--- config.mk ---
export PLATFORM = sky130hd
export DESIGN_NAME = rrd_job_queue
export DESIGN_NICKNAME = d
export VERILOG_FILES = /design/src/design/rrd_pkg.sv /design/src/design/rrd_job_queue.sv
export SDC_FILE = /design/constraint.sdc
export NUM_CORES = 1
export LEC_CHECK = 0
export BUFFER_PORTS_ARGS = -buffer_cell sky130_fd_sc_hd__buf_2
export CAP_MARGIN = 20
export CORE_MARGIN = 8
export CORE_UTILIZATION = 52
export DETAILED_ROUTE_END_ITERATION = 16
export PLACE_DENSITY = 0.77
export SYNTH_ARGS = -nofsm -noshare
export SYNTH_HDL_FRONTEND = slang
export SYNTH_SLANG_ARGS = --single-unit
--- constraint.sdc ---
create_clock -name clk -period 4.4 [get_ports clk]
set_input_delay 0.66 -clock clk [delete_from_list [all_inputs] [get_ports clk]]
set_output_delay 0.66 -clock clk [all_outputs]
set_load 0.01 [all_outputs]
--- src/design/rrd_pkg.sv ---
// ----------------------------------------------------------------------------
// rrd_pkg
// Widths, limits and shared types of the radial RMS deviation block.
// ----------------------------------------------------------------------------
package rrd_pkg;

  localparam int MAX_POINTS    = 4096;
  localparam int COORD_BITS    = 16;
  localparam int RMS_FRAC_BITS = 8;

  localparam int COUNT_W  = $clog2(MAX_POINTS + 1);
  localparam int SUM_W    = COORD_BITS + $clog2(MAX_POINTS) ;
  localparam int SQ_W     = 2 * COORD_BITS + 1 + $clog2(MAX_POINTS);
  localparam int RMS_W    = 24;

  // back end arithmetic
  localparam int MUL_W      = 28;
  localparam int TOTAL_W    = 2 * MUL_W;
  localparam int SPLIT      = 28;
  localparam int SCALE_BITS = 2 * RMS_FRAC_BITS;
  localparam int DIV_W      = TOTAL_W + SCALE_BITS;
  localparam int DEN_W      = 2 * COUNT_W - 1;
  localparam int QUOT_W     = 2 * RMS_W;
  localparam int SQRT_STEPS = QUOT_W / 2;
  localparam int STEP_W     = $clog2(DIV_W + 1);

  typedef struct packed {
    logic [COUNT_W-1:0]      n;
    logic signed [SUM_W-1:0] sx;
    logic signed [SUM_W-1:0] sy;
    logic [SQ_W-1:0]         sq;
    logic                    ovf;
  } job_t;

  typedef struct packed {
    logic full;
    logic empty;
  } qstat_t;

endpackage

--- src/design/rrd_job_queue.sv ---
// ----------------------------------------------------------------------------
// rrd_job_queue
// Two-entry queue of finished sets between the accumulator and the back end.
// ----------------------------------------------------------------------------
module rrd_job_queue (
  input  logic            clk,
  input  logic            rst,
  input  logic            push,
  input  rrd_pkg::job_t   push_job,
  input  logic            pop,
  output rrd_pkg::job_t   head,
  output rrd_pkg::qstat_t qstat
);
  import rrd_pkg::*;

  job_t       slots [2];
  logic       wr_ptr;
  logic       rd_ptr;
  logic [1:0] fill;
  logic       do_push;
  logic       do_pop;

  assign do_push     = push & ~qstat.full;
  assign do_pop      = pop & ~qstat.empty;
  assign qstat.full  = fill == 2'd2;
  assign qstat.empty = fill == 2'd0;
  assign head        = slots[rd_ptr];

  always_ff @(posedge clk) begin
    if (do_push) begin
      slots[wr_ptr] <= push_job;
    end
  end

  always_ff @(posedge clk) begin
    if (rst) begin
      wr_ptr <= 1'b0;
      rd_ptr <= 1'b0;
      fill   <= 2'd0;
    end else begin
      if (do_push) wr_ptr <= ~wr_ptr;
      if (do_pop)  rd_ptr <= ~rd_ptr;
      case ({do_push, do_pop})
        2'b10:   fill <= fill + 2'd1;
        2'b01:   fill <= fill - 2'd1;
        default: fill <= fill;
      endcase
    end
  end

endmodule

==> parameters.txt <==
Parameter                              Value

Detailed routing
  Average via count per standard cell    5.06
  Number of violations reported at the end of detailed-routing iteration 0    205
  Total number of vias    4,386
  WL final    16.9 mm
  Post-detailed-route count of antenna-violating nets    0
  Drt drc    0
  Final routed wire length divided by cell count    19.4 um
  Number of iterations in the first detailed-routing pass    4

Global routing
  Maximum number of pins on one net before global-route repair    62
  Number of global-route vias before repair    4,681
  Wire length of the first global-routing pass    24.6 mm
  GRT Overall Usage    0.154
  Initial antenna violation count    0
  Grt total ovfl    0

Synthesis
  Syn_area_per_cell    22.2 um2
  Cell types occupying the most area after synthesis    edfxtp_1, mux2_2, dfxtp_1
  Area share of the largest cell type after synthesis    0.810
  Multiplexer fraction of the synthesized cell area    0.152
  Cell count after synthesis    384
  Post-synthesis adder-cell area fraction    0.00147
  Number of warnings issued by yosys    0
  Syn nets    504
  Number of storage elements in the synthesis netlist    235
  Sequential share of the synthesized area    0.822
  Cell type contributing the most total cell area after synthesis    edfxtp_1
  Number of unique standard cell types used by synthesis    19
  Area fraction in and, or, nand and nor cells after synthesis    0.00543
  Main combinational cell family by area after synthesis    multiplexers
  Synthesized-area fraction occupied by ao, oa, aoi and oai cells    0.00323
  Share of the synthesized netlist area taken by xor and xnor gates    0.00308
  Synthesized area    8520 um2

Power and ir drop
  Power density relative to cell area    587 nW/um2
  Leakage Power    3.95 nW
  Worst supply voltage drop on vdd    0.469 mV
  Total design power    6.24 mW

Cells and area
  Ratio of cells with drive above 1 in the final layout    0.600
  Number of nets at the end of the flow    753
  Fillers    1,113
  Area growth syn-to-layout    24.7%
  Register Area    7010 um2
  Count of antenna diodes in the layout    0
  Area of the multi-input gates    1410 um2
  Finished Layout Cells    867

STA
  Post-route fraction of the period consumed by the critical path    0.677
  Setup TNS    0 ns
  Setup repair after global routing missed its margin    no
  Max Transition Viols Final    0
  Remaining max-slew budget at the tightest pin    0.443
  Final Critical Period    2.98 ns
  Slew @ Worst Pin    0.836 ns
  Max Clk Rate    336 MHz
  Final number of hold-violating endpoints    0
  Total setup violations reported at the end of the flow    0
  Worst-case clock skew    0.00612 ns

Floorplan
  Die area    20,700 um2
  Core outline area    16,300 um2
  Boundary Pins    236
  Number of rows in the core area    47
  Effective utilization at floorplan    0.523
  Die Y    144 um
  X dimension of the die    144 um

Run
  Number of violations of the max-capacitance limit    0

Place
  Dpl hpwl    11.4 mm
  Placed Cells    829
  Weighted congestion reported at the end of routability-driven placement    0.783
  Quantity of I/O buffers inserted on ports    235

Min path
  Hold-critical path depth    1
  Hold-critical path endpoint    slots[1][40]
  Hold path startpoint    push_job[40]
  Type of the worst min-delay path    input port to flip-flop

Setup path
  Startpoint type of the worst setup path    flip-flop
  Cell depth of the worst flop-to-flop path    5
  Largest driver fanout on the critical path    59
  Reg-to-reg setup timing slack    1.98 ns
  Crit path arrival time    2.32 ns
  Crit path required time    3.74 ns
  Start of the worst register-to-register path    fill[0]
  Reg2reg end    slots[0][43]
  Category of the critical setup timing path    flip-flop to output port
  Type of destination of the critical path    output port

CTS
  Maximum buffer depth of the clock tree    3
  Clock tree root buffer cell    clkbuf_16
  Number of gates resized after CTS    0
  TritonCTS Buffers    22
  CTS tree    yes
  Setup bufs post-CTS    0
  Clock latency at the later pin of the worst-skew pair    0.48 ns
  Number of H-tree levels    1
  Number of sinks handled by clock tree synthesis    235
  Hold buffers post-CTS    0
  CTS clock-pin slew for the worst setup and hold paths    0.06 ns

Outcome
  Result of the run    completed
==> cell usage after synthesis <==
library cell / n
and3_1: 1
dfxtp_1: 5
xnor2_1: 2
xor2_1: 1
o21a_1: 1
nand2_1: 1
buf_6: 5
buf_4: 1
or3_1: 2
ha_1: 1
inv_1: 2
mux2_2: 115
inv_2: 1
nor2_1: 4
a21oi_1: 2
edfxtp_1: 230
nand2b_2: 1
buf_2: 7
o21ai_0: 2
==> layout by cell type (no fill, tap or decap), types with 3 or more instances in the layout <==
cell | Yosys | final
clkinv_1 | 0 | 3
mux2_2 | 115 | 115
clkbuf_1 | 0 | 5
buf_2 | 7 | 235
edfxtp_1 | 230 | 230
buf_12 | 0 | 3
clkbuf_16 | 0 | 23
clkbuf_8 | 0 | 4
dfxtp_1 | 5 | 4
nor2_1 | 4 | 4
==> flip-flops by register name, summed over array words and instances, names as in the netlist, named ones only <==
name    flops
slots     230
fill        2
rd_ptr      1
wr_ptr      1
==> through the flow <==
step / cell area [um2] / hold slack [ns] / utilization / setup slack, ns
6_report: 10600 / 0.361 / 0.652 / 1.42
3_5_place_dp: 9950 / 0.509 / 0.611 / 1.78
2_1_floorplan: 8520 / 0.452 / - / 0.548
3_3_place_gp: 9950 / 0.484 / 0.611 / 1.82
5_1_grt: 10600 / 0.338 / 0.652 / 1.30
4_1_cts: 10600 / 0.338 / 0.652 / 1.39
==> cell families (layout without fill, tap and decap cells) <==
logic type / count (synthesis) / in the layout
buffers and inverters: 16 / 279
DFF: 235 / 235
xor gates and xnor gates: 3 / 3
and+or+nand+nor: 9 / 9
AOI/OAI and AO/OA: 5 / 5
adders and majority gates: 1 / 1
muxes: 115 / 115
==> final cells by class <==
| cell class | count | area share |
|---|---|---|
| Sequential cell | 235 | 0.660 |
| Tap cell | 220 | 0.0259 |
| Clock inverter | 6 | 0.00271 |
| Inverter | 3 | 0.00130 |
| Multi-Input combinational cell | 133 | 0.133 |
| Timing Repair Buffer | 238 | 0.116 |
| Clock buffer | 32 | 0.0611 |
==> power by group <==
part	internal (mW)	switching, mW	leakage, nW
sequential	2.83	0.152	2.19
clock	1.02	0.726	0.331
combinational	0.725	0.787	1.43
total	4.57	1.67	3.95
==> critical path: stages, from the launching register on <==
cell	delay, ns
dfxtp_4	0.84
buf_12	0.36
mux2_2	0.39
buf_2	0.14
==> worst max path at each step <==
stage	startpoint	to	slack, ns	depth (start not counted)
global route	flip-flop	head[110]	1.30	3
global placement	push	slots[0][27]	1.82	5
floorplan	push	slots[1][0]	0.55	1
finish	flip-flop	head[35]	1.42	3
detailed placement	push	slots[0][4]	1.78	5
CTS	flip-flop	head[110]	1.39	3
==> per-layer routing <==
metal  track usage  vias up  wire (um)
met5             0        -          0
met4        0.0404        0        289
met3        0.0541       27       1830
met2         0.251      190       7980
met1         0.194     2149       6750
li1              -     2020          -
(Power assumes the default switching activity.)
