### config.mk
export PLATFORM = sky130hd
export DESIGN_NAME = rrd_front
export DESIGN_NICKNAME = d
export VERILOG_FILES = /design/src/design/rrd_pkg.sv /design/src/design/rrd_front.sv
export SDC_FILE = /design/constraint.sdc
export NUM_CORES = 2
export LEC_CHECK = 0
export ABC_CLOCK_PERIOD_IN_PS = 9650
export BUFFER_PORTS_ARGS = -buffer_cell sky130_fd_sc_hd__buf_2
export CORE_MARGIN = 1
export CORE_UTILIZATION = 30
export CTS_CLUSTER_SIZE = 8
export DETAILED_ROUTE_END_ITERATION = 16
export PLACE_DENSITY_LB_ADDON = 0.2
export SYNTH_ARGS = -nofsm -noshare
export SYNTH_HDL_FRONTEND = slang
export SYNTH_SLANG_ARGS = --single-unit
### constraint.sdc
create_clock -name clk -period 9.65 [get_ports clk]
set_input_delay 0 -clock clk [delete_from_list [all_inputs] [get_ports clk]]
set_output_delay 0 -clock clk [all_outputs]
set_load 0.05 [all_outputs]
### src/design/rrd_pkg.sv
// ----------------------------------------------------------------------------
// rrd_pkg
// Widths, limits and shared types of the radial RMS deviation block.
// ----------------------------------------------------------------------------
package rrd_pkg;

  localparam int MAX_POINTS    = 4096;
  localparam int COORD_BITS    = 16;
  localparam int RMS_FRAC_BITS = 8;

  localparam int COUNT_W  = $clog2(MAX_POINTS + 1);
  localparam int SUM_W    = COORD_BITS + $clog2(MAX_POINTS) ;
  localparam int SQ_W     = 2 * COORD_BITS + 1 + $clog2(MAX_POINTS);
  localparam int RMS_W    = 24;

  // back end arithmetic
  localparam int MUL_W      = 28;
  localparam int TOTAL_W    = 2 * MUL_W;
  localparam int SPLIT      = 28;
  localparam int SCALE_BITS = 2 * RMS_FRAC_BITS;
  localparam int DIV_W      = TOTAL_W + SCALE_BITS;
  localparam int DEN_W      = 2 * COUNT_W - 1;
  localparam int QUOT_W     = 2 * RMS_W;
  localparam int SQRT_STEPS = QUOT_W / 2;
  localparam int STEP_W     = $clog2(DIV_W + 1);

  typedef struct packed {
    logic [COUNT_W-1:0]      n;
    logic signed [SUM_W-1:0] sx;
    logic signed [SUM_W-1:0] sy;
    logic [SQ_W-1:0]         sq;
    logic                    ovf;
  } job_t;

  typedef struct packed {
    logic full;
    logic empty;
  } qstat_t;

endpackage

### src/design/rrd_front.sv
// ----------------------------------------------------------------------------
// rrd_front
// Takes one point per cycle, when not stalled, into running sums; on the last
// point of a set it hands the finished sums to the job queue and clears them.
// ----------------------------------------------------------------------------
module rrd_front (
  input  logic                                 clk,
  input  logic                                 rst,
  input  logic                                 in_valid,
  output logic                                 in_stall,
  input  logic signed [rrd_pkg::COORD_BITS-1:0] point_x,
  input  logic signed [rrd_pkg::COORD_BITS-1:0] point_y,
  input  logic                                 last_point,
  input  rrd_pkg::qstat_t                      qstat,
  output logic                                 push,
  output rrd_pkg::job_t                        job
);
  import rrd_pkg::*;

  logic [COUNT_W-1:0]      count;
  logic signed [SUM_W-1:0] sx;
  logic signed [SUM_W-1:0] sy;
  logic [SQ_W-1:0]         sq;
  logic                    ovf;

  logic [COUNT_W-1:0]      count_next;
  logic signed [SUM_W-1:0] sx_next;
  logic signed [SUM_W-1:0] sy_next;
  logic [SQ_W-1:0]         sq_next;
  logic                    ovf_next;
  logic signed [2*COORD_BITS-1:0] xx;
  logic signed [2*COORD_BITS-1:0] yy;
  logic                    room;
  logic                    accept;

  // only a closing word needs a queue slot
  assign in_stall = qstat.full & last_point;
  assign accept   = in_valid & ~in_stall;
  assign push     = accept & last_point;

  assign xx   = point_x * point_x;
  assign yy   = point_y * point_y;
  assign room = count < COUNT_W'(MAX_POINTS);

  always_comb begin
    count_next = count;
    sx_next    = sx;
    sy_next    = sy;
    sq_next    = sq;
    ovf_next   = ovf;
    if (room) begin
      count_next = count + COUNT_W'(1);
      sx_next    = sx + SUM_W'(point_x);
      sy_next    = sy + SUM_W'(point_y);
      sq_next    = sq + SQ_W'(unsigned'(xx)) + SQ_W'(unsigned'(yy));
    end else begin
      ovf_next = 1'b1;
    end
  end

  always_comb begin
    job.n   = count_next;
    job.sx  = sx_next;
    job.sy  = sy_next;
    job.sq  = sq_next;
    job.ovf = ovf_next;
  end

  always_ff @(posedge clk) begin
    if (rst) begin
      count <= '0;
      sx    <= '0;
      sy    <= '0;
      sq    <= '0;
      ovf   <= 1'b0;
    end else if (accept) begin
      if (last_point) begin
        count <= '0;
        sx    <= '0;
        sy    <= '0;
        sq    <= '0;
        ovf   <= 1'b0;
      end else begin
        count <= count_next;
        sx    <= sx_next;
        sy    <= sy_next;
        sq    <= sq_next;
        ovf   <= ovf_next;
      end
    end
  end

endmodule

==> results.txt <==
average vias per placed instance = 4.736
final setup vio count = 0
warnings from Yosys = 0
antenna viol nets, final = 0
setup clock skew after layout = 0.02346 ns
kind of critical path = in -> out
area leader, netlist = fa_1
final-report hold violation count = 0
core footprint = 93470 µm²
ratio of final minimum period to clock period = 0.9353
H-tree depth = 4
Avg Synthesized Cell Area = 8.455 µm²
total count of max-transition violations in the final report = 0
fraction of synthesized cell area taken by the top area cell type = 0.3591
DRC violation count after routing = 0
leading post-synthesis cells by cell area = fa_1 36%, ha_1 11%, inv_1 9.6%
final core utilization = 0.3333
Initial Utilization = 0.3036
run status = finished, final reports clean
count of port buffers added during placement = 153
violation count after the first detailed-routing iteration = 1234
number of flops mapped to enable cells by yosys = 0
proportion of synthesized flip-flops having asynchronous set or reset = 0
post-route minimum period = 9.026 ns
peak fanout along the critical path = 17
final global-route overflow total = 0
Pre-Repair DR Iteration Count = 5
clock buffer count from CTS = 17
number of synthesized register bits = 115
worst hold path depth = 4
fmax = 110.8 MHz
post-CTS setup-driven buffer insertion count = 0
global-route total usage across every layer = 0.1739
Die Y-Extent = 309.6 µm
insertion delay to the later sink of the worst-skew pair = 0.50 ns
detailed-route via count = 22.37k
layout cell share with drive strength beyond 1 = 0.07792
data arrival time of the critical path = 9.03 ns
cell count of the worst reg-to-reg path = 10
number of global-route vias before repair = 23.06k
worst-case hold path end point = count[5]$_SDFFE_PP0P_
startpoint types = primary input
Area growth, synth to finish = 9.793%
DIE AREA = 95820 µm²
Unique masters post-synth = 85
Top cell by count, worst path = fa_1
count of boundary I/O pins = 155
antenna violations before repair = 5
total of max-cap violations = 0
library cell contributing the largest single delay on the critical path = fa_1
FF-to-FF Start = sy[0]$_SDFFE_PP0P_
maximum single-stage delay on the critical path = 0.56 ns
Mapped Area = 28380 µm²
Syn Nets = 4161
clock-pin slew of the registers on the worst-case setup and hold paths = 0.06 ns
normalized max-slew margin = 0.2225
slew at the pin closest to its max-slew limit = 1.151 ns
die width = 309.6 µm
wire length of the first global-routing pass = 127900 µm
CTS Root Cell = clkbuf_16
reg2reg setup slack = 5.85 ns
TritonCTS Sinks = 115
number of buffers on the longest clock path = 2
gate count after technology mapping = 3356
TritonCTS clock tree = done
pin count of the biggest net entering global routing = 80
# rows = 112
Data required, critical path = 9.65 ns
hold path startpoint = last_point
WL final = 79130 µm
RSZ-0062 raised after global routing = no
path class of the lowest-slack min-delay path = in -> reg
number of nets at the end of the flow = 4257
dominant synthesized flop cell = dfxtp_1
aggregate negative setup slack = 0 ns
Crit. End Element = primary output
number of fill cells = 10.09k
Detail Placement HPWL = 64710 µm
sequential area share after synthesis = 0.08113
capture point of the worst reg-to-reg path = sy[25]$_SDFFE_PP0P_
global placement routability congestion = 0.8186
WL per Instance = 16.76 µm
==> cells by family (layout without fill, tap and decap cells) <==
kind of cell,Yosys count,count (layout),share of synthesized area
buffers and inverters,845,954,0.1139
other,0,3,0
xor gates and xnor gates,166,166,0.05124
AOI/OAI and AO/OA,614,614,0.1399
muxes,11,11,0.004277
and+or+nand+nor,838,838,0.1367
DFF,115,115,0.08113
adders and majority gates,767,767,0.4729
==> synthesized netlist by cell type (all sizes together), types with 11 or more instances <==
| cell | n |
|---|---|
| a211oi | 13 |
| a21o | 62 |
| a21oi | 132 |
| a22oi | 53 |
| a31oi | 26 |
| and2 | 92 |
| and3 | 24 |
| clkbuf | 105 |
| dfxtp | 115 |
| fa | 509 |
| ha | 258 |
| inv | 728 |
| nand2 | 329 |
| nand2b | 21 |
| nand3 | 53 |
| nand4 | 20 |
| nor2 | 200 |
| nor2b | 19 |
| nor3 | 30 |
| o211ai | 11 |
| o21a | 19 |
| o21ai | 179 |
| o21bai | 28 |
| o31ai | 12 |
| xnor2 | 101 |
| xor2 | 65 |
==> layout make-up <==
class                   count  area [µm²]  area share
diodes                      3       7.507   0.0002410
clock buffers              17       425.4     0.01365
clock inverters            15       165.2    0.005301
inverters                 729        2736     0.08783
multi-input cells        2396       22870      0.7340
flip-flops and latches    115        2306     0.07402
well taps                1254        1569     0.05036
repair buffers            193        1079     0.03462
==> through the flow <==
| stage | hold slack (ns) | std cells | setup slack [ns] | instance area [µm²] |
|---|---|---|---|---|
| after CTS | 0.001788 | 4719 | 0.6013 | 31140 |
| after global placement | 0.4390 | 4684 | 0.6750 | 30520 |
| after floorplan | 0.2132 | 3356 | 0.9318 | 28380 |
| after global routing | 0.03715 | 4719 | 0.1210 | 31150 |
| final | 0.04791 | 4722 | 0.6241 | 31150 |
| after detailed placement | 0.4468 | 4684 | 0.6269 | 30520 |
==> placed cells by master (no fill, tap or decap), types with 61 or more instances in the layout <==
cell | Yosys | final
inv_1 | 727 | 727
fa_1 | 509 | 509
nand2_1 | 329 | 328
ha_1 | 258 | 258
nor2_1 | 199 | 198
o21ai_0 | 170 | 169
buf_2 | 3 | 151
a21oi_1 | 129 | 129
dfxtp_1 | 115 | 114
xnor2_1 | 101 | 101
and2_1 | 88 | 88
xor2_1 | 65 | 65
a21o_1 | 61 | 61
==> layer usage <==
metal | part of all wire | global-route usage | vias to the layer above
met5 | 0 | 0 | -
met4 | 0.012 | 0.03120 | 0
met3 | 0.047 | 0.02903 | 46
met2 | 0.47 | 0.2858 | 395
met1 | 0.47 | 0.2409 | 11080
li1 | - | - | 10850
==> critical path: cells and delay by family <==
kind	cells	cell delay (ns)
AO/OA/AOI/OAI	10	2.53
XOR/XNOR	2	0.29
adder cells (fa/ha/maj)	9	4.25
buffers and inverters	8	1.21
AND/OR/NAND/NOR	5	0.74
==> timing repair <==
item                                   CTS  global route
endpoints found under the hold margin   31             0
setup endpoints to repair                0             3
hold buffers                             3             0
resized for setup                        0             3
==> worst max path at each step <==
stage / startpoint / end / slack, ns / cells after the start
final: point_x[2] / job[37] / 0.62 / 34
after floorplan: point_y[15] / job[27] / 0.93 / 33
after detailed placement: point_y[1] / sq[44]$_SDFFE_PP0P_ / 0.63 / 34
after global placement: point_y[1] / job[43] / 0.67 / 35
after CTS: point_y[1] / job[37] / 0.60 / 35
after global routing: point_x[2] / job[37] / 0.12 / 34
==> sequential cells by signal, indices dropped and copies added (netlist names) <==
signal,flops
count,13
sq,45
sx,28
ovf,1
sy,28
Power is not shown: default switching activity piles up to over one toggle a cycle in this logic, so the estimate is an artifact.
