<file path="config.mk">
export PLATFORM = sky130hd
export DESIGN_NAME = rrd_back
export DESIGN_NICKNAME = d
export VERILOG_FILES = /design/src/design/rrd_pkg.sv /design/src/design/rrd_back.sv
export SDC_FILE = /design/constraint.sdc
export NUM_CORES = 2
export LEC_CHECK = 0
export BUFFER_PORTS_ARGS = -buffer_cell sky130_fd_sc_hd__buf_2
export CAP_MARGIN = 20
export CORE_MARGIN = 1
export CORE_UTILIZATION = 40
export DETAILED_ROUTE_END_ITERATION = 10
export GPL_TIMING_DRIVEN = 0
export MAX_ROUTING_LAYER = met4
export PLACE_DENSITY_LB_ADDON = 0.12
export SETUP_SLACK_MARGIN = 0.4
export SYNTH_ARGS = -nofsm -noshare
export SYNTH_HDL_FRONTEND = slang
export SYNTH_SLANG_ARGS = --single-unit
</file>
<file path="constraint.sdc">
create_clock -name clk -period 39.9 [get_ports clk]
set_clock_uncertainty 0.15 [all_clocks]
set_input_delay 3.99 -clock clk [delete_from_list [all_inputs] [get_ports clk]]
set_output_delay 3.99 -clock clk [all_outputs]
set_load 0.03 [all_outputs]
</file>
<file path="src/design/rrd_pkg.sv">
// ----------------------------------------------------------------------------
// rrd_pkg
// Widths, limits and shared types of the radial RMS deviation block.
// ----------------------------------------------------------------------------
package rrd_pkg;

  localparam int MAX_POINTS    = 4096;
  localparam int COORD_BITS    = 16;
  localparam int RMS_FRAC_BITS = 8;

  localparam int COUNT_W  = $clog2(MAX_POINTS + 1);
  localparam int SUM_W    = COORD_BITS + $clog2(MAX_POINTS) ;
  localparam int SQ_W     = 2 * COORD_BITS + 1 + $clog2(MAX_POINTS);
  localparam int RMS_W    = 24;

  // back end arithmetic
  localparam int MUL_W      = 28;
  localparam int TOTAL_W    = 2 * MUL_W;
  localparam int SPLIT      = 28;
  localparam int SCALE_BITS = 2 * RMS_FRAC_BITS;
  localparam int DIV_W      = TOTAL_W + SCALE_BITS;
  localparam int DEN_W      = 2 * COUNT_W - 1;
  localparam int QUOT_W     = 2 * RMS_W;
  localparam int SQRT_STEPS = QUOT_W / 2;
  localparam int STEP_W     = $clog2(DIV_W + 1);

  typedef struct packed {
    logic [COUNT_W-1:0]      n;
    logic signed [SUM_W-1:0] sx;
    logic signed [SUM_W-1:0] sy;
    logic [SQ_W-1:0]         sq;
    logic                    ovf;
  } job_t;

  typedef struct packed {
    logic full;
    logic empty;
  } qstat_t;

endpackage

</file>
<file path="src/design/rrd_back.sv">
// ----------------------------------------------------------------------------
// rrd_back
// Per set: total = n*sumsq - sx^2 - sy^2 and n^2 on one shared multiplier,
// then restoring division of total*4^frac by n^2, then a bit-pair square root.
// ----------------------------------------------------------------------------
module rrd_back (
  input  logic                        clk,
  input  logic                        rst,
  input  rrd_pkg::job_t               head,
  input  rrd_pkg::qstat_t             qstat,
  output logic                        pop,
  output logic                        out_valid,
  input  logic                        out_stall,
  output logic [rrd_pkg::RMS_W-1:0]   rms_value,
  output logic [rrd_pkg::COUNT_W-1:0] points_used,
  output logic                        points_dropped
);
  import rrd_pkg::*;

  localparam logic [2:0] ST_IDLE = 3'd0;
  localparam logic [2:0] ST_MUL  = 3'd1;
  localparam logic [2:0] ST_DIV  = 3'd2;
  localparam logic [2:0] ST_SQRT = 3'd3;
  localparam logic [2:0] ST_DONE = 3'd4;

  localparam int MUL_STEPS = 5;

  logic [2:0]          state;
  logic [STEP_W-1:0]   step;

  logic [COUNT_W-1:0]  n_r;
  logic [MUL_W-1:0]    mx;
  logic [MUL_W-1:0]    my;
  logic [SQ_W-1:0]     sq_r;
  logic                ovf_r;

  logic [MUL_W-1:0]    mul_a;
  logic [MUL_W-1:0]    mul_b;
  logic [TOTAL_W-1:0]  prod;
  logic [TOTAL_W-1:0]  acc;
  logic [DEN_W-1:0]    den;

  logic [DIV_W-1:0]    dsr;
  logic [DEN_W-1:0]    rem;
  logic [DEN_W:0]      r2;
  logic                qbit;
  logic [QUOT_W-1:0]   quot;
  logic                sat;

  logic [QUOT_W-1:0]   s_res;
  logic [QUOT_W-1:0]   s_bit;
  logic [QUOT_W-1:0]   s_try;

  logic                out_free;

  assign pop      = (state == ST_IDLE) & ~qstat.empty;
  assign out_free = ~out_valid | ~out_stall;

  always_comb begin
    case (step)
      STEP_W'(0): begin mul_a = MUL_W'(n_r); mul_b = MUL_W'(sq_r[SPLIT-1:0]);     end
      STEP_W'(1): begin mul_a = MUL_W'(n_r); mul_b = MUL_W'(sq_r[SQ_W-1:SPLIT]);  end
      STEP_W'(2): begin mul_a = mx;          mul_b = mx;                          end
      STEP_W'(3): begin mul_a = my;          mul_b = my;                          end
      default:    begin mul_a = MUL_W'(n_r); mul_b = MUL_W'(n_r);                 end
    endcase
  end

  assign r2    = {rem, dsr[DIV_W-1]};
  assign qbit  = r2 >= {1'b0, den};
  assign s_try = s_res + s_bit;

  always_ff @(posedge clk) begin
    if (pop) begin
      n_r   <= head.n;
      mx    <= head.sx[SUM_W-1] ? MUL_W'(unsigned'(-head.sx)) : MUL_W'(unsigned'(head.sx));
      my    <= head.sy[SUM_W-1] ? MUL_W'(unsigned'(-head.sy)) : MUL_W'(unsigned'(head.sy));
      sq_r  <= head.sq;
      ovf_r <= head.ovf;
    end
    case (state)
      ST_MUL: begin
        prod <= mul_a * mul_b;
        // product of the previous step is registered in prod and folded into acc at the next step
        case (step)
          STEP_W'(1): acc <= prod;
          STEP_W'(2): acc <= acc + (prod << SPLIT);
          STEP_W'(3): acc <= acc - prod;
          STEP_W'(4): acc <= acc - prod;
          default:    acc <= acc;
        endcase
        if (step == STEP_W'(MUL_STEPS)) begin
          den  <= prod[DEN_W-1:0];
          dsr  <= {acc, SCALE_BITS'(0)};
          rem  <= '0;
          quot <= '0;
          sat  <= 1'b0;
        end
      end
      ST_DIV: begin
        dsr  <= dsr << 1;
        rem  <= qbit ? DEN_W'(r2 - {1'b0, den}) : r2[DEN_W-1:0];
        quot <= {quot[QUOT_W-2:0], qbit};
        sat  <= sat | quot[QUOT_W-1];
        if (step == STEP_W'(DIV_W - 1)) begin
          s_res <= '0;
          s_bit <= QUOT_W'(1) << (QUOT_W - 2);
        end
      end
      ST_SQRT: begin
        // quot now holds the shrinking radicand
        if (quot >= s_try) begin
          quot  <= quot - s_try;
          s_res <= (s_res >> 1) + s_bit;
        end else begin
          s_res <= s_res >> 1;
        end
        s_bit <= s_bit >> 2;
      end
      ST_DONE: begin
        if (out_free) begin
          rms_value      <= sat ? '1 : s_res[RMS_W-1:0];
          points_used    <= n_r;
          points_dropped <= ovf_r;
        end
      end
      default: begin
      end
    endcase
  end

  always_ff @(posedge clk) begin
    if (rst) begin
      state     <= ST_IDLE;
      step      <= '0;
      out_valid <= 1'b0;
    end else begin
      if ((state == ST_DONE) && out_free) begin
        out_valid <= 1'b1;
      end else if (~out_stall) begin
        out_valid <= 1'b0;
      end
      case (state)
        ST_IDLE: begin
          step <= '0;
          if (pop) state <= ST_MUL;
        end
        ST_MUL: begin
          if (step == STEP_W'(MUL_STEPS)) begin
            step  <= '0;
            state <= ST_DIV;
          end else begin
            step <= step + STEP_W'(1);
          end
        end
        ST_DIV: begin
          if (step == STEP_W'(DIV_W - 1)) begin
            step  <= '0;
            state <= ST_SQRT;
          end else begin
            step <= step + STEP_W'(1);
          end
        end
        ST_SQRT: begin
          if (step == STEP_W'(SQRT_STEPS - 1)) begin
            step  <= '0;
            state <= ST_DONE;
          end else begin
            step <= step + STEP_W'(1);
          end
        end
        ST_DONE: begin
          if (out_free) state <= ST_IDLE;
        end
        default: state <= ST_IDLE;
      endcase
    end
  end

endmodule

</file>
==> results_dict.tcl <==
set metrics [dict create \
    path_common_cell "fa_1" \
    worstSetupPathType "flop to flop" \
    cp-start-kind "flop" \
    tightest_slew_ns 1.48 \
    avgSynthCellArea_um2 9.33 \
    hold_violations 0 \
    netlist_area_mm2 0.0571 \
    drc_errors 0 \
    coreArea_mm2 0.142 \
    antenna_found_initial 7 \
    yosys-top-cells-area "edfxtp_1 (26%), fa_1 (24%), ha_1 (9.2%)" \
    arrival_ns 12.05 \
    cp_slowest_stage_delay_ns 0.67 \
    clock-root-buffer "clkbuf_16" \
    die-area_mm2 0.144 \
    post_cts_resized 0 \
    fillers 14075 \
    path_max_fanout 10 \
    grt_overflow 0 \
    cts_made_buffers 60 \
    postCtsSetupBuffers 0 \
    syn-num-nets 7334 \
    hold_end "points_dropped" \
    synthArstFlopShare_pct 0 \
    synth-edff-count 492 \
    nets 7600 \
    grt_max_degree 39 \
    fmax_ghz 0.0848 \
    synthCells 6115 \
    vias 45645 \
    htreeDepth 2 \
    status "completed" \
    setup_viol 0 \
    cts_tree "built" \
    rrSetupSlack_ns 28.11 \
    num_rows 138 \
    synth-seq-area-share_pct 26.3 \
    crit_required_ns 40.16 \
    end_kind "flop" \
    wl_mm 197 \
    boundaryPins 160 \
    drt_pass1_iterations 8 \
    yosys_register_bits 503 \
    wl_per_cell_um 23.6 \
    fp.dieW_um 380 \
    antenna_left 0 \
    io_buffers 155 \
    yosys_most_used_dff "edfxtp_1" \
    cts_hold_buf 0 \
    clk_pin_slew_ns 0.06 \
    drive_above_1_share_pct 7.82 \
    hold_path_depth 0 \
    yosys.cell_types.count 102 \
    synth-warning-count 0 \
    via_per_inst 5.48 \
    hp-class "flop to flop" \
    grt_pass1_vias 45473 \
    grt_pass1_wl_mm 293 \
    setup_tns_ns 0 \
    yosysTopAreaCell "edfxtp_1" \
    cts_buffer_depth 3 \
    dp_hpwl_mm 161 \
    die_h_um 380 \
    start_util_pct 40.3 \
    timing.final.crit_share_pct 29.6 \
    drt-initial-drc-count 4573 \
    place_congestion 1.01 \
    min_from "ovf_r" \
    slew_violations 0 \
    final_cell_mix "inv_1 (920), nand2_1 (838), fa_1 (678), nor2_1 (620), edfxtp_1 (492)" \
    synth_top_area_share_pct 25.9 \
    reg2reg_depth 34 \
    critical-path-slowest-cell "mux2i_1" \
    numClockSinks 503 \
    cap_violations 0 \
    final_common_cell "inv_1" \
    area_growth_pct 10.2 \
    fin_crit_ns 11.79 \
    slew-limit-headroom_pct 1.06 \
    timing.rr.start "step[3]" \
    grt.total_usage_pct 28.0 \
    rsz0062_at_grt "false" \
    r2r-end "prod[51]" \
    clk_latency_ns 0.73 \
]
cells by family (layout without fill, tap and decap cells):
logic type	count (synthesis)	after routing	synth area share, %
flip-flops	503	503	26.3
XOR/XNOR	322	322	4.94
adder cells (fa/ha/maj)	1099	1099	33.0
AO/OA/AOI/OAI	1089	1089	12.8
other	0	11	0
AND/OR/NAND/NOR	1884	1884	14.2
buffers and inverters	1172	1488	7.93
multiplexers	46	46	0.842
sequential cells by signal, indices dropped and copies added (netlist names), 24 cells and up:
| signal | flops |
|---|---|
| acc | 56 |
| den | 25 |
| dsr | 56 |
| mx | 28 |
| my | 28 |
| prod | 56 |
| quot | 48 |
| rem | 25 |
| rms_value | 24 |
| s_bit | 24 |
| s_res | 48 |
| sq_r | 45 |
cell type report:
class                           count  area (um^2)  area share (%)
Multi-Input combinational cell   4440        37600            59.8
Sequential cell                   503        15000            23.9
Inverter                          924         3470            5.52
Tap cell                         1890         2360            3.76
Clock buffer                       72         1550            2.46
Timing Repair Buffer              204         1390            2.21
Buffer                            248         1060            1.68
Clock inverter                     40          389           0.619
Antenna cell                       11         27.5          0.0438
metrics by stage:
stage / setup WS (ns) / hold WS, ns / std cells / area [um^2] / util, %
detailed placement: 28.26 / 0.264 / 8208 / 60900 / 43.0
global placement: 12.35 / 0.254 / 8160 / 60200 / 42.5
finish: 28.11 / 0.276 / 8332 / 62900 / 44.4
floorplan: 20.14 / 0.250 / 6115 / 57100 / -
CTS: 28.25 / 0.279 / 8320 / 62800 / 44.4
global route: 27.79 / 0.285 / 8327 / 62800 / 44.4
worst max-delay path by stage:
stage	from	endpoint	slack [ns]	cells after the start
4_1_cts	step[3]	prod[52]	28.25	30
5_1_grt	step[3]	prod[55]	27.79	34
3_3_place_gp	qstat[0]	pop	12.35	3
6_report	step[3]	prod[51]	28.11	34
2_1_floorplan	qstat[0]	pop	20.14	1
3_5_place_dp	step[3]	prod[52]	28.26	30
worst max-delay path, delay by kind of cell, from the launching register on:
family                     cells  cell delay [ns]
muxes                          1             0.67
buffers and inverters         10             1.79
adders and majority gates      8             3.96
xor gates and xnor gates       1             0.47
and+or+nand+nor               10             3.02
DFF                            1             0.36
AOI/OAI and AO/OA              4             1.06
layer usage:
layer,part of all wire [%],up-vias,GRT usage [%]
met5,0,-,-
met4,3.2,0,8.20
met2,44,1671,42.5
met3,7.5,297,4.70
met1,45,22886,38.4
li1,-,20791,-
Yosys cell counts, types with 49 or more instances:
cell type    n
edfxtp_1   492
xnor2_1    191
nand4_1     49
nand2_1    838
ha_1       421
a21o_1     129
and2_1      51
a21oi_1    249
clkbuf_1   150
nor2_1     621
o21ai_0    253
buf_2       86
a31oi_1     60
inv_1      921
fa_1       678
nand3_1     69
xor2_1     131
Power is not shown: default switching activity piles up to over one toggle a cycle in this logic, so the estimate is an artifact.
